`config.mk`:
```
export PLATFORM = sky130hd
export DESIGN_NAME = one_euro_adaptive_filter
export DESIGN_NICKNAME = d
export VERILOG_FILES = /design/src/rtl/core/oef_pkg.sv /design/src/rtl/core/one_euro_adaptive_filter.sv
export SDC_FILE = /design/constraint.sdc
export NUM_CORES = 2
export LEC_CHECK = 0
export BUFFER_PORTS_ARGS = -buffer_cell sky130_fd_sc_hd__buf_2
export CAP_MARGIN = 5
export CORE_MARGIN = 1.5
export CORE_UTILIZATION = 38
export CTS_CLUSTER_SIZE = 20
export DETAILED_ROUTE_END_ITERATION = 10
export PLACE_DENSITY = 0.59
export SETUP_SLACK_MARGIN = 0.02
export SYNTH_ARGS = -nofsm -noshare
export SYNTH_HDL_FRONTEND = slang
export SYNTH_SLANG_ARGS = --single-unit
```
`constraint.sdc`:
```
create_clock -name clk -period 14.5 [get_ports clk]
set_input_delay 3.625 -clock clk [delete_from_list [all_inputs] [get_ports clk]]
set_output_delay 3.625 -clock clk [all_outputs]
set_load 0.02 [all_outputs]
```
`src/rtl/core/oef_pkg.sv`:
```
// Types and constants of the One Euro adaptive filter.
`timescale 1ns / 1ps

package oef_pkg;

    localparam int DT_FRAC_BITS = 24;

    localparam logic [47:0] CUTOFF_FLOOR = 48'd655;
    localparam logic [47:0] CUTOFF_CAP   = 48'hFFFF_FFFF_FFFF;
    localparam logic [63:0] DERIV_CAP    = 64'h0000_7FFF_FFFF_FFFF;
    localparam logic [31:0] TWO_PI_Q28   = 32'd1686629713;
    localparam logic [63:0] ONE_Q24      = 64'h0000_0000_0100_0000;
    localparam logic [63:0] ONE_Q48      = 64'h0001_0000_0000_0000;
    localparam logic [24:0] ALPHA_ONE    = 25'h100_0000;

    localparam logic [1:0] REG_BASE_CUTOFF  = 2'd0;
    localparam logic [1:0] REG_SPEED_COEF   = 2'd1;
    localparam logic [1:0] REG_DERIV_CUTOFF = 2'd2;

    typedef enum logic [10:0] {
        ST_IDLE       = 11'b000_0000_0001,
        ST_DERIV_DIV  = 11'b000_0000_0010,
        ST_ALPHA_LOAD = 11'b000_0000_0100,
        ST_ALPHA_M1   = 11'b000_0000_1000,
        ST_ALPHA_M2   = 11'b000_0001_0000,
        ST_ALPHA_DIV  = 11'b000_0010_0000,
        ST_BLEND_LOAD = 11'b000_0100_0000,
        ST_BLEND_MUL  = 11'b000_1000_0000,
        ST_BETA_LOAD  = 11'b001_0000_0000,
        ST_BETA_MUL   = 11'b010_0000_0000,
        ST_RESULT     = 11'b100_0000_0000
    } oef_state_t;

endpackage

```
`src/rtl/core/one_euro_adaptive_filter.sv`:
```
// One Euro adaptive low-pass filter with a shared serial multiplier and divider.
`timescale 1ns / 1ps
//
//  channel   | handshake              | payload
//  ----------+------------------------+---------------------------------
//  input     | in_valid / in_ready    | sample_value, time_step
//  output    | out_valid / out_ready  | filtered_value
//  config    | cfg_write              | cfg_index, cfg_data
//
// The first transfer after reset passes through and its result is offered in the
// next cycle. Every later transfer keeps the block busy until its result is
// offered: a 64-step division for the raw derivative, then for the derivative and
// again for the sample a blend factor (a load state, two 32-step multiplications
// and a 64-step division) and a blend (a load state and a 32-step multiplication),
// with a speed multiplication (a load state and 32 steps) between the two passes,
// all on the bit-serial multiplier and restoring divider. The block takes one
// transfer at a time and is ready again in the cycle after its result is taken;
// reset is asynchronous, active low.

module one_euro_adaptive_filter
    import oef_pkg::*;
(
    input  logic               clk,
    input  logic               rst_n,
    input  logic               in_valid,
    output logic               in_ready,
    input  logic signed [31:0] sample_value,
    input  logic [24:0]        time_step,
    output logic               out_valid,
    input  logic               out_ready,
    output logic signed [31:0] filtered_value,
    input  logic               cfg_write,
    input  logic [1:0]         cfg_index,
    input  logic [31:0]        cfg_data
);

    // Configuration registers.
    logic [31:0] base_cutoff_reg;
    logic [31:0] beta_reg;
    logic [31:0] dcut_reg;

    // Filter state.
    logic        seeded_reg;
    logic [31:0] smooth_reg;
    logic [31:0] prev_reg;
    logic [47:0] sderiv_reg;

    // Working registers of the current transfer.
    oef_state_t  state_reg;
    logic [31:0] sample_reg;
    logic [24:0] dt_reg;
    logic [47:0] draw_reg;
    logic [47:0] fc_reg;
    logic [24:0] alpha_reg;
    logic        pass_reg;   // low while smoothing the derivative, high for the sample
    logic        neg_reg;
    logic [31:0] out_reg;

    // Shared shift-add multiplier: product accumulates in the upper 64 bits
    // while the multiplier bits shift out at the bottom.
    logic [63:0] mul_a_reg;
    logic [95:0] mul_p_reg;

    // Shared restoring divider, one quotient bit per cycle.
    logic [63:0] div_n_reg;
    logic [63:0] div_r_reg;
    logic [63:0] div_d_reg;
    logic [63:0] div_q_reg;

    logic [5:0]  cnt_reg;

    logic [64:0] mul_sum;
    logic [95:0] mul_prod;
    logic [63:0] rem_sh;
    logic        rem_ge;
    logic [63:0] rem_new;
    logic [63:0] div_q_new;

    logic [24:0] dt_in;
    logic [32:0] in_diff;
    logic [32:0] in_mag;

    logic [47:0] q_sat;
    logic [47:0] fc_pick;
    logic [47:0] fc_clamp;
    logic [48:0] cur49;
    logic [48:0] tgt49;
    logic [48:0] diff49;
    logic [48:0] mag49;
    logic [48:0] res49;
    logic [47:0] absd;
    logic [79:0] beta_prod;
    logic [47:0] beta_sat;
    logic [48:0] fc_sum;

    always_comb
    begin
        mul_sum  = {1'b0, mul_p_reg[95:32]} + (mul_p_reg[0] ? {1'b0, mul_a_reg} : 65'd0);
        mul_prod = {mul_sum, mul_p_reg[31:1]};

        rem_sh    = {div_r_reg[62:0], div_n_reg[63]};
        rem_ge    = (rem_sh >= div_d_reg);
        rem_new   = rem_ge ? (rem_sh - div_d_reg) : rem_sh;
        div_q_new = {div_q_reg[62:0], rem_ge};

        // A zero time step counts as one unit.
        dt_in   = (time_step == 25'd0) ? 25'd1 : time_step;
        in_diff = {sample_value[31], sample_value} - {prev_reg[31], prev_reg};
        in_mag  = in_diff[32] ? (33'd0 - in_diff) : in_diff;

        q_sat = (div_q_new > DERIV_CAP) ? DERIV_CAP[47:0] : div_q_new[47:0];

        fc_pick  = pass_reg ? fc_reg : {16'd0, dcut_reg};
        fc_clamp = (fc_pick < CUTOFF_FLOOR) ? CUTOFF_FLOOR : fc_pick;

        cur49 = pass_reg ? {{17{smooth_reg[31]}}, smooth_reg} : {sderiv_reg[47], sderiv_reg};
        tgt49 = pass_reg ? {{17{sample_reg[31]}}, sample_reg} : {draw_reg[47], draw_reg};
        diff49 = tgt49 - cur49;
        mag49  = diff49[48] ? (49'd0 - diff49) : diff49;
        // The step toward the target truncates toward zero.
        res49  = neg_reg ? (cur49 - mul_prod[72:24]) : (cur49 + mul_prod[72:24]);

        absd = sderiv_reg[47] ? (48'd0 - sderiv_reg) : sderiv_reg;

        beta_prod = mul_prod[95:16];
        beta_sat  = (beta_prod[79:48] != 32'd0) ? CUTOFF_CAP : beta_prod[47:0];
        fc_sum    = {1'b0, beta_sat} + {17'd0, base_cutoff_reg};
    end

    assign in_ready       = (state_reg == ST_IDLE);
    assign out_valid      = (state_reg == ST_RESULT);
    assign filtered_value = out_reg;

    always_ff @(posedge clk or negedge rst_n)
    begin
        if (!rst_n)
        begin
            base_cutoff_reg <= 32'd65536;
            beta_reg        <= 32'd459;
            dcut_reg        <= 32'd65536;
            seeded_reg      <= 1'b0;
            smooth_reg      <= '0;
            prev_reg        <= '0;
            sderiv_reg      <= '0;
            state_reg       <= ST_IDLE;
            sample_reg      <= '0;
            dt_reg          <= '0;
            draw_reg        <= '0;
            fc_reg          <= '0;
            alpha_reg       <= '0;
            pass_reg        <= 1'b0;
            neg_reg         <= 1'b0;
            out_reg         <= '0;
            mul_a_reg       <= '0;
            mul_p_reg       <= '0;
            div_n_reg       <= '0;
            div_r_reg       <= '0;
            div_d_reg       <= '0;
            div_q_reg       <= '0;
            cnt_reg         <= '0;
        end
        else
        begin
            if (cfg_write)
            begin
                unique case (cfg_index)
                    REG_BASE_CUTOFF:  base_cutoff_reg <= cfg_data;
                    REG_SPEED_COEF:   beta_reg        <= cfg_data;
                    REG_DERIV_CUTOFF: dcut_reg        <= cfg_data;
                    default:          ;
                endcase
            end

            unique case (state_reg)
                ST_IDLE:
                begin
                    if (in_valid)
                    begin
                        sample_reg <= sample_value;
                        dt_reg     <= dt_in;
                        if (!seeded_reg)
                        begin
                            seeded_reg <= 1'b1;
                            smooth_reg <= sample_value;
                            prev_reg   <= sample_value;
                            sderiv_reg <= '0;
                            out_reg    <= sample_value;
                            state_reg  <= ST_RESULT;
                        end
                        else
                        begin
                            neg_reg   <= in_diff[32];
                            div_n_reg <= {7'd0, in_mag, 24'd0};
                            div_r_reg <= '0;
                            div_q_reg <= '0;
                            div_d_reg <= {39'd0, dt_in};
                            cnt_reg   <= 6'd63;
                            state_reg <= ST_DERIV_DIV;
                        end
                    end
                end

                ST_DERIV_DIV:
                begin
                    div_n_reg <= {div_n_reg[62:0], 1'b0};
                    div_r_reg <= rem_new;
                    div_q_reg <= div_q_new;
                    cnt_reg   <= cnt_reg - 6'd1;
                    if (cnt_reg == 6'd0)
                    begin
                        draw_reg  <= neg_reg ? (48'd0 - q_sat) : q_sat;
                        prev_reg  <= sample_reg;
                        pass_reg  <= 1'b0;
                        state_reg <= ST_ALPHA_LOAD;
                    end
                end

                ST_ALPHA_LOAD:
                begin
                    mul_a_reg <= {16'd0, fc_clamp};
                    mul_p_reg <= {71'd0, dt_reg};
                    cnt_reg   <= 6'd31;
                    state_reg <= ST_ALPHA_M1;
                end

                ST_ALPHA_M1:
                begin
                    mul_p_reg <= mul_prod;
                    cnt_reg   <= cnt_reg - 6'd1;
                    if (cnt_reg == 6'd0)
                    begin
                        // fc * dt scaled to seconds in Q24.
                        mul_a_reg <= {7'd0, mul_prod[72:16]};
                        mul_p_reg <= {64'd0, TWO_PI_Q28};
                        cnt_reg   <= 6'd31;
                        state_reg <= ST_ALPHA_M2;
                    end
                end

                ST_ALPHA_M2:
                begin
                    mul_p_reg <= mul_prod;
                    cnt_reg   <= cnt_reg - 6'd1;
                    if (cnt_reg == 6'd0)
                    begin
                        div_n_reg <= ONE_Q48;
                        div_r_reg <= '0;
                        div_q_reg <= '0;
                        div_d_reg <= {4'd0, mul_prod[87:28]} + ONE_Q24;
                        cnt_reg   <= 6'd63;
                        state_reg <= ST_ALPHA_DIV;
                    end
                end

                ST_ALPHA_DIV:
                begin
                    div_n_reg <= {div_n_reg[62:0], 1'b0};
                    div_r_reg <= rem_new;
                    div_q_reg <= div_q_new;
                    cnt_reg   <= cnt_reg - 6'd1;
                    if (cnt_reg == 6'd0)
                    begin
                        alpha_reg <= ALPHA_ONE - div_q_new[24:0];
                        state_reg <= ST_BLEND_LOAD;
                    end
                end

                ST_BLEND_LOAD:
                begin
                    neg_reg   <= diff49[48];
                    mul_a_reg <= {15'd0, mag49};
                    mul_p_reg <= {71'd0, alpha_reg};
                    cnt_reg   <= 6'd31;
                    state_reg <= ST_BLEND_MUL;
                end

                ST_BLEND_MUL:
                begin
                    mul_p_reg <= mul_prod;
                    cnt_reg   <= cnt_reg - 6'd1;
                    if (cnt_reg == 6'd0)
                    begin
                        if (!pass_reg)
                        begin
                            sderiv_reg <= res49[47:0];
                            state_reg  <= ST_BETA_LOAD;
                        end
                        else
                        begin
                            smooth_reg <= res49[31:0];
                            out_reg    <= res49[31:0];
                            state_reg  <= ST_RESULT;
                        end
                    end
                end

                ST_BETA_LOAD:
                begin
                    mul_a_reg <= {16'd0, absd};
                    mul_p_reg <= {64'd0, beta_reg};
                    cnt_reg   <= 6'd31;
                    state_reg <= ST_BETA_MUL;
                end

                ST_BETA_MUL:
                begin
                    mul_p_reg <= mul_prod;
                    cnt_reg   <= cnt_reg - 6'd1;
                    if (cnt_reg == 6'd0)
                    begin
                        // Main cutoff saturates at the 48-bit cap.
                        fc_reg    <= fc_sum[48] ? CUTOFF_CAP : fc_sum[47:0];
                        pass_reg  <= 1'b1;
                        state_reg <= ST_ALPHA_LOAD;
                    end
                end

                ST_RESULT:
                begin
                    if (out_ready)
                    begin
                        state_reg <= ST_IDLE;
                    end
                end

                default:
                begin
                    state_reg <= ST_IDLE;
                end
            endcase
        end
    end

endmodule

```
---- Word level (Yosys, flattened, before mapping) ----
Cells that the tools add are included.
word-level totals
  input bits .............................. 96
  logic and storage cells ................. 165
  register bits after elaboration ......... 820
operators by class
  reduce and logical (&&, ||, !) cells .... 35
  magnitude comparators ................... 3
  eq/ne operators ......................... 26
  add/subtract/negate cells ............... 14
  mux-type cells .......................... 65
operators by type and width
  operator                                                                 count
  48-bit two-way mux                                                       12
  64-bit two-way mux                                                       8
  96-bit one-hot mux with 5 select lines                                   1
  63-bit one-hot mux with 3 select lines                                   2
  64-bit one-hot mux with 4 select lines                                   1
  63-bit two-way mux                                                       4
  64-bit one-hot mux with 3 select lines                                   1
  32-bit two-way mux                                                       5
  49-bit two-way mux                                                       3
  32-bit one-hot mux with 2 select lines                                   2
  64-bit one-hot mux with 2 select lines                                   1
  11-bit one-hot mux with 10 select lines                                  1
  11-bit two-way mux                                                       9
  96-bit two-way mux                                                       1
  48-bit one-hot mux with 2 select lines                                   1
  1-bit by 48-bit subtractor with 48-bit output (first input constant)     2
  64-bit by 64-bit adder with 65-bit output                                1
  64-bit >= comparator                                                     1
  64-bit by 47-bit > comparator with 1-bit output (second input constant)  1
  63-bit subtractor                                                        1
  60-bit by 25-bit adder with 61-bit output (second input constant)        1
  48-bit by 32-bit adder with 49-bit output                                1
  1-bit by 49-bit subtractor with 49-bit output (first input constant)     1
  49-bit subtractor                                                        1
  44 further kinds                                                         81

---- Depth between registers and ports, before layout ----
  word-level depth ........................ 7
  gate-level depth with buffers ........... 35

---- Least setup slack after synthesis ----
Ideal clock, no wire load.
  path type ............................... input to register
  start point ............................. input sample_value[0]
  end point ............................... register div_n_reg[55]
  setup time .............................. 0.126 ns
  required time ........................... 14.374 ns
  path buffers ............................ 0
  arrival time ............................ 7.342 ns
  cell stages on the path ................. 17
  path slack .............................. 7.032 ns
  cell sequence ........................... inv_1 ha_1 inv_1 fa_1 a211oi_1 o21bai_1 nand4_1 a2111oi_0 nor2_1 o311ai_0 xnor2_1 or3b_2 or2_2 nor3_1 a31oi_1 xnor2_1 a221o_1
between the ends
  word-level cells in the longest chain between the ends .. 6
RTL lines
  element                                           RTL line                         text
  from (decl)                                       one_euro_adaptive_filter.sv:27   input logic signed [31:0] sample_value,
  32-bit by 32-bit subtractor with 33-bit output *  one_euro_adaptive_filter.sv:108  in_diff = {sample_value[31], sample_value} - {prev_reg[31], prev_reg};
  1-bit by 33-bit subtractor with 33-bit output     one_euro_adaptive_filter.sv:109  in_mag = in_diff[32] ? (33'd0 - in_diff) : in_diff;
  33-bit two-way mux *                              one_euro_adaptive_filter.sv:109
  64-bit two-way mux *                              one_euro_adaptive_filter.sv:181  if (!seeded_reg)
  64-bit two-way mux *                              one_euro_adaptive_filter.sv:177  if (in_valid)
  64-bit one-hot mux with 3 select lines *          one_euro_adaptive_filter.sv:174  unique case (state_reg)
  to (signal assigned)                              one_euro_adaptive_filter.sv:193  div_n_reg <= {7'd0, in_mag, 24'd0};
  to (signal assigned)                              one_euro_adaptive_filter.sv:205  div_n_reg <= {div_n_reg[62:0], 1'b0};
  to (signal assigned)                              one_euro_adaptive_filter.sv:257  div_n_reg <= {div_n_reg[62:0], 1'b0};
  to (decl)                                         one_euro_adaptive_filter.sv:65   logic [63:0] div_n_reg;
Mark *: on every way between the ends. The rest lies on a longest branch, timed or not. The select of a mux whose other input is x is not followed.
A chain may end at the register's enable or synchronous reset.

---- Worst setup path in the final report ----
  start point ............................. register mul_p_reg[0]
  end point ............................... register fc_reg[43]
between the ends
  word-level cells in the longest chain between the ends .. 6
RTL lines
  element                                      RTL line                         text
  from (decl)                                  one_euro_adaptive_filter.sv:62   logic [95:0] mul_p_reg;
  from (signal assigned)                       one_euro_adaptive_filter.sv:221  mul_p_reg <= {71'd0, dt_reg};
  from (signal assigned)                       one_euro_adaptive_filter.sv:228  mul_p_reg <= mul_prod;
  from (signal assigned)                       one_euro_adaptive_filter.sv:234  mul_p_reg <= {64'd0, TWO_PI_Q28};
  64-bit two-way mux *                         one_euro_adaptive_filter.sv:98   mul_sum = {1'b0, mul_p_reg[95:32]} + (mul_p_reg[0] ? {1'b0, mul_a_reg} : 65'd0);
  64-bit by 64-bit adder with 65-bit output *  one_euro_adaptive_filter.sv:98
  32-bit nonzero test                          one_euro_adaptive_filter.sv:126  beta_sat = (beta_prod[79:48] != 32'd0) ? CUTOFF_CAP : beta_prod[47:0];
  48-bit two-way mux *                         one_euro_adaptive_filter.sv:126
  48-bit by 32-bit adder with 49-bit output *  one_euro_adaptive_filter.sv:127  fc_sum = {1'b0, beta_sat} + {17'd0, base_cutoff_reg};
  48-bit two-way mux *                         one_euro_adaptive_filter.sv:312  fc_reg <= fc_sum[48] ? CUTOFF_CAP : fc_sum[47:0];
  to (signal assigned)                         one_euro_adaptive_filter.sv:312
  to (decl)                                    one_euro_adaptive_filter.sv:53   logic [47:0] fc_reg;
Mark *: on every way between the ends. The rest lies on a longest branch, timed or not.

==> results.toml <==
[sta]
rsz0062_at_grt = "no"
post-route-min-period_ps = 10080
fin_crit_sh_pct = 69.51
max_slew_margin_pct = 23.27
setup-tns-final_ps = 0
worst_slew_pin_slew_ps = 1147
finalClockSkew_ps = 69.60
timing.final.hold_violations = 0
slew_viol_final = 0
finalSetupViolCount = 0
fin_ws_ps = 4422
fmax_ghz = 0.09922

[global_route]
grt_pass1_wl_um = 349500
grt.overflow.total = 0
grt_antenna_before_repair = 21
grt_usage_pct = 30.81
grt_max_degree = 209
grt_pass1_vias = 50740

[detailed_routing]
routed_wl_um = 240400
drc = 0
wl_per_cell_um = 26.60
ant_nets = 0
vias_per_cell = 6.000
via_count = 54220
drtIter0Drc = 5629
dr.pass1.iters = 6

[synthesis]
synthTopCellsByCount = "922 x nand2_1, 777 x dfrtp_1, 689 x o21ai_0"
synth_cells = 6997
synth_most_common_cell = "nand2_1"
syn_nets = 7387
synth-main-ff-cell = "dfrtp_1"
netlist_area_um2 = 57070
synth_top_area_share_pct = 34.07
synth_edf_count = 0
synth_area_leader_cell = "dfrtp_1"
avgSynthCellArea_um2 = 8.157
synth_seq_cells = 786
yosysUniqueCellTypes = 106
async_flop_share_pct = 100.0
synth_area_leaders = "dfrtp_1 34%, ha_1 6.3%, nand2_1 6.1%, o21ai_0 6.0%, a21oi_1 5.0%"
yosysWarningCount = 0
synth_seq_area_share_pct = 34.48

[clock_network]
tritoncts = "done"
cts_root_buffer = "clkbuf_16"
cts_setup_buffers = 0
cts_resized = 0
clkSinkCount = 786
clock_latency_ps = 770
cts_buffers = 95
clk_pin_slew_ps = 60
holdBufCountCts = 0
htree_levels = 3
cts_buffer_depth = 3

[worst_setup_path]
cp-end-kind = "register"
worstReg2RegStart = "mul_p_reg[0]"
cpMostUsedCell = "buf_4"
rr_worst_depth = 35
crit_type = "reg -> reg"
required_ps = 15100
worstPathArrival_ps = 10680
critPathLaunchType = "register"
cpMaxStageDelayCell = "nor4_1"
critical_path.max_stage_delay_ps = 700
r2r_end = "fc_reg[43]"
rrSetupSlack_ps = 4420
crit_fanout = 58

[cells_and_area]
nets = 7327
final_util_pct = 42.15
largest_reg_flops = 96
area_delta_synth_final_pct = 10.35
design_area_um2 = 62980
drive_gt1_share_pct = 9.482

[power_and_ir_drop]
p_per_area_nw_per_um2 = 190.9
vdd_drop_max_mv = 0.1661
leakage_nw = 28.30

[place]
place_congestion = 1.004
hpwl_um = 184100
dp_slack_ps = 4549
placed_area_um2 = 59790
port_buffers = 129

[hold_path]
hold_class = "reg -> reg"
holdPathEnd = "mul_p_reg[28]"
holdPathStages = 2
hold_start = "beta_reg[28]"

[die]
chipHeight_um = 390.5
io-pin-count = 130
die_x_um = 390.5
num_rows = 142
die_area_um2 = 152500
initial_core_util_pct = 38.20
coreArea_um2 = 149400

[flow_run]
drv_cap = 0

[outcome]
outcome = "finished, final reports clean"
-- stage by stage --
step | instances | power (mW) | hold slack (ps)
floorplan | 6997 | 7.326 | 433.1
global placement | 8856 | 9.345 | 447.4
detailed placement | 8856 | 9.383 | 453.2
CTS | 9029 | 11.91 | 466.4
global route | 9034 | 12.73 | 485.9
finish | 9037 | 12.02 | 464.6
-- worst max-delay path by stage --
stage                    start       endpoint  slack (ps)
2_1_floorplan  sample_value[0]  div_n_reg[55]        7030
3_3_place_gp      mul_p_reg[0]     fc_reg[45]        4630
3_5_place_dp      mul_p_reg[0]     fc_reg[41]        4550
4_1_cts           mul_p_reg[0]     fc_reg[43]        4520
5_1_grt           mul_p_reg[0]     fc_reg[45]        3950
6_report          mul_p_reg[0]     fc_reg[43]        4420
-- metal layers --
layer  track usage, %  vias up  routed length (um)  share of wire (%)
li1                 -    24900                   -                  -
met1            40.96    26490              100600                 42
met2            47.30     2352              105900                 44
met3            6.172      470               20000                8.3
met4            15.83       10               13800                5.7
met5                0        -                  69              0.029
-- cell usage in the layout (no fill, tap or decap), types with 54 or more instances in the layout --
master	instances
a31oi_1	103
xnor2_1	292
and3_1	54
nand4_1	80
dfrtp_1	775
nand3_1	162
a21oi_1	567
inv_1	283
clkbuf_16	95
o22ai_1	77
ha_1	288
o21ai_0	687
a21o_1	147
nand2_1	920
and2_1	84
buf_4	105
a221oi_1	70
nand2b_1	66
xor2_1	195
nor2_1	568
mux2i_1	105
nor4_1	65
nor3_1	134
buf_2	128
mux2_2	149
-- critical path: cells and delay by family (launching register included) --
kind | cells | cell delay (ps)
flops | 1 | 320
buf+inv | 7 | 1910
compound gates | 15 | 4260
fa+ha+maj | 4 | 1040
simple gates | 9 | 2310
-- where the power goes --
| group | internal (mW) | switching [mW] |
|---|---|---|
| combinational | 2.37 | 4.20 |
| clock | 1.40 | 1.07 |
| sequential | 2.58 | 0.393 |
| total | 6.36 | 5.66 |
-- final cells by class --
class                   instances  area (um^2)
flip-flops and latches        786        19690
multi-input cells            5531        34990
diodes                          8        20.02
clock buffers                 130         2669
inverters                     285         1070
well taps                    2016         2522
repair buffers                238         1524
clock inverters                43        501.7
fillers                     15260        86440
-- cell families after synthesis --
family,share of synthesized area [%]
AOI/OAI and AO/OA,22.73
adders and majority gates,6.524
and+or+nand+nor,19.36
buffers and inverters,4.527
DFF,34.48
xor gates and xnor gates,7.594
muxes,4.781
Note: power is estimated with default switching activity, not from simulation.
